`src/hdl/plbs_ram.sv`:
```
// Generic single-port-write, one-read synchronous RAM, registered read.
// No dependencies.
`default_nettype none
module plbs_ram #(
   parameter int AddrW = 8,
   parameter int DataW = 8
) (
   input  wire logic             clock,
   input  wire logic             wr_en,
   input  wire logic [AddrW-1:0] wr_addr,
   input  wire logic [DataW-1:0] wr_data,
   input  wire logic [AddrW-1:0] rd_addr,
   output logic      [DataW-1:0] rd_data
);
   logic [DataW-1:0] mem [2**AddrW];
   always_ff @(posedge clock) begin
      if (wr_en) mem[wr_addr] <= wr_data;
      rd_data <= mem[rd_addr];
   end
endmodule
`default_nettype wire

```
`config.mk`:
```
export PLATFORM = sky130hd
export DESIGN_NAME = plbs_ram
export DESIGN_NICKNAME = d
export VERILOG_FILES = /design/src/hdl/plbs_ram.sv
export SDC_FILE = /design/constraint.sdc
export NUM_CORES = 2
export LEC_CHECK = 0
export BUFFER_PORTS_ARGS = -buffer_cell sky130_fd_sc_hd__buf_2
export CORE_UTILIZATION = 35
export CTS_BUF_LIST = sky130_fd_sc_hd__clkbuf_2
export DETAILED_ROUTE_END_ITERATION = 10
export PLACE_DENSITY_LB_ADDON = 0.2
export SYNTH_ARGS = -nofsm -noshare
export SYNTH_HDL_FRONTEND = slang
export SYNTH_SLANG_ARGS = --single-unit
```
`constraint.sdc`:
```
create_clock -name clock -period 6.9 [get_ports clock]
set_clock_uncertainty 0.05 [all_clocks]
set_input_delay 1.035 -clock clock [delete_from_list [all_inputs] [get_ports clock]]
set_output_delay 1.035 -clock clock [all_outputs]
set_load 0.01 [all_outputs]
```
==> reports/metrics.csv <==
stage;metric;value;unit
setup_path;Buf/Inv on CP;1;
floorplanning;overall die width;479;um
clock_tree;Num CTS Buffers;548;
sta;actual slew at the worst max-slew pin;1520;ps
setup_path;Crit path required time;5810;ps
sta;unrepaired setup endpoints after global routing;false;
sta;setup tns final;0;ps
synth;#FFs+latches synth;2056;
setup_path;critical path's top delay family;flip-flops;
detailed_routing;Routed WL;219000;um
setup_path;critical-path cell list;buf_2;
detailed_routing;initial DRC count;3733;
sta;Fin Hold WS;253;ps
synth;Async SR Flop Fraction;0;%
outcome;status;finished with violations;
synth;post-synthesis net count;3759;
outcome;failing checks;capacitance limit, slew limit;
setup_path;CP Capture Type;output pin;
sta;period utilization;52.3;%
sta;fin crit period;3610;ps
setup_path;slowest CP cell;dfxtp_1;
pwr;Worst VDD drop;183;uV
grt;largest net degree at the start of global routing;189;
detailed_routing;Routed Antenna Nets;0;
synth;Gate Count Post-Synth;3733;
floorplanning;num ports;34;
clock_tree;worst-case clock buffer depth;4;
finish;Nets;4216;
place;DP HPWL;130000;um
synth;number of synthesized flops with an enable pin;2048;
clock_tree;Sink Count;2056;
clock_tree;post-CTS setup buffers;0;
grt;vias in the first global route;41800;
setup_path;CP max FO;1;
floorplanning;number of cell rows;174;
floorplanning;Core Region;0.225;mm^2
detailed_routing;WL/cell;29.1;um
floorplanning;initial core utilization;35.3;%
detailed_routing;DRT Pass-1 Iters;6;
clock_tree;root buf cell;clkbuf_2;
synth;Synth Flop Type;edfxtp_1;
synth;share of the synthesized area in the top cell type;77.3;%
synth;ranking of synthesized cells by area;edfxtp_1 77%, mux4_2 13%, mux2i_1 1.7%;
pwr;PwrDens;265;mW/mm^2
synth;cell accounting for the most synthesized area;edfxtp_1;
place;dpl ws;2060;ps
setup_path;CP startpoint kind;register;
clock_tree;Worst-path clk slew;100;ps
clock_tree;CTS tree;built;
synth;Syn. warnings;0;
grt;GRT Total Usage;19.1;%
setup_path;Crit Path Class;register to output pin;
sta;Final setup viols;0;
finish;Layout fillers;20600;
floorplanning;DIE AREA;0.229;mm^2
clock_tree;htree depth;6;
grt;initial antenna violation count;17;
synth;Commonest cells post-synth;2048 x edfxtp_1, 454 x mux4_2, 282 x nor2_1;
sta;Hold Vio Cnt, Final;0;
sta;Final WS setup;3290;ps
finish;Util after Layout;39.0;%
grt;first-pass GRT wire length;311000;um
synth;Mapped Area;0.0796;mm^2
grt;GRT overflow;0;
detailed_routing;# DRC;0;
clock_tree;post-CTS resize count;0;
detailed_routing;via density per instance;5.36;
clock_tree;worst-skew pair later-pin latency;1860;ps
hold_path;Hold WC Path Type;primary input to register;
place;PortBufs;33;
place;routability cong.;0.808;
pwr;Leakage;27.7;nW
sta;relative slew slack;-2.20;%
synth;Seq/Total Area, Yosys;77.5;%
detailed_routing;Via Count;40400;
synth;count leader, synth;edfxtp_1;
synth;Synth cell types;55;
synth;Post-Syn Area per Cell;21.3;um^2
setup_path;slowest stage delay, CP;500;ps
finish;P&R area growth vs syn;10.5;%
sta;Peak Freq;0.277;GHz
finish;layout cell share with drive strength beyond 1;31.6;%
pwr;Tot Pwr;0.0233;W
job;Max Cap Viol;1;
sta;Max Slew Vio Count;2;
floorplanning;chip height;479;um
setup_path;arrival time at the worst endpoint;2530;ps
[stage by stage]
| stage | instances | instance area (um^2) |
|---|---|---|
| after CTS | 7530 | 87900 |
| after detailed placement | 6613 | 83100 |
| after global routing | 7540 | 87900 |
| after floorplan | 3733 | 79600 |
| after global placement | 6611 | 83100 |
| final | 7542 | 87900 |
[per-layer routing]
metal	vias up	GRT usage (%)	wire, um
li1	17000	-	-
met1	21500	25.8	93000
met2	1539	30.5	106000
met3	355	4.27	15000
met4	6	6.23	5390
met5	-	0	38
[repair_timing]
action | in CTS | in global routing
endpoints found under the setup margin | 0 | 0
hold endpoints to repair | 1308 | 0
hold buffers | 19 | 0
[cell type report]
cell class	instances	area [um^2]	area share [%]
Timing Repair Buffer	140	1360	1.54
Clock buffer	794	3970	4.52
Tap cell	2992	3740	4.26
Clock inverter	104	621	0.706
Inverter	2	7.51	0.00854
Sequential cell	2056	61700	70.1
Multi-Input combinational cell	1442	16500	18.8
Antenna cell	12	30.0	0.0342
[cell usage in the layout, fill, tap and decap left out, types with 8 or more instances in the layout]
| cell type | synthesis | routed |
|---|---|---|
| edfxtp_1 | 2048 | 2048 |
| clkbuf_2 | 0 | 794 |
| mux4_2 | 454 | 454 |
| nor2_1 | 282 | 279 |
| mux2i_1 | 134 | 134 |
| a22oi_1 | 133 | 133 |
| a21oi_1 | 96 | 96 |
| clkinv_1 | 1 | 71 |
| buf_4 | 27 | 70 |
| o221ai_1 | 46 | 46 |
| nand2_1 | 33 | 33 |
| o22ai_1 | 28 | 28 |
| nor2b_1 | 31 | 28 |
| nand3_1 | 34 | 28 |
| nor3_1 | 22 | 22 |
| buf_2 | 31 | 22 |
| nor4_1 | 24 | 21 |
| dlygate4sd3_1 | 0 | 19 |
| buf_12 | 8 | 19 |
| a211oi_1 | 16 | 16 |
| a221oi_1 | 13 | 13 |
| inv_2 | 0 | 13 |
| diode_2 | 0 | 12 |
| clkinv_2 | 0 | 12 |
| nand4_1 | 10 | 10 |
| o211ai_1 | 10 | 10 |
| o21ai_0 | 10 | 10 |
| buf_8 | 13 | 10 |
| nand2b_1 | 8 | 8 |
| a22o_1 | 8 | 8 |
| bufinv_16 | 0 | 8 |
| dfxtp_1 | 8 | 8 |
[kinds of logic after synthesis]
logic type	synth area share (%)
multiplexers	14.6
buffers and inverters	1.83
AND/OR/NAND/NOR	2.63
flip-flops	77.5
AO/OA/AOI/OAI	3.42
[registers in the layout, summed over array words and instances, names as in the netlist]
| register | cells |
|---|---|
| mem | 2048 |
| rd_data | 8 |
[power by group]
group          switching (W)  internal (W)
clock network        0.00493       0.00333
registers          0.0000230        0.0137
logic               0.000866      0.000418
[final timing paths]
check               from     endpoint  slack (ps)  cells past startpoint
max           rd_data[6]   rd_data[6]        3290                      1
min           wr_data[0]  mem[225][0]         250                      2
max reg2reg   mem[83][3]   rd_data[3]        3690                      6
min reg2reg  mem[234][6]   rd_data[6]        1020                      5
(Power assumes the default switching activity.)
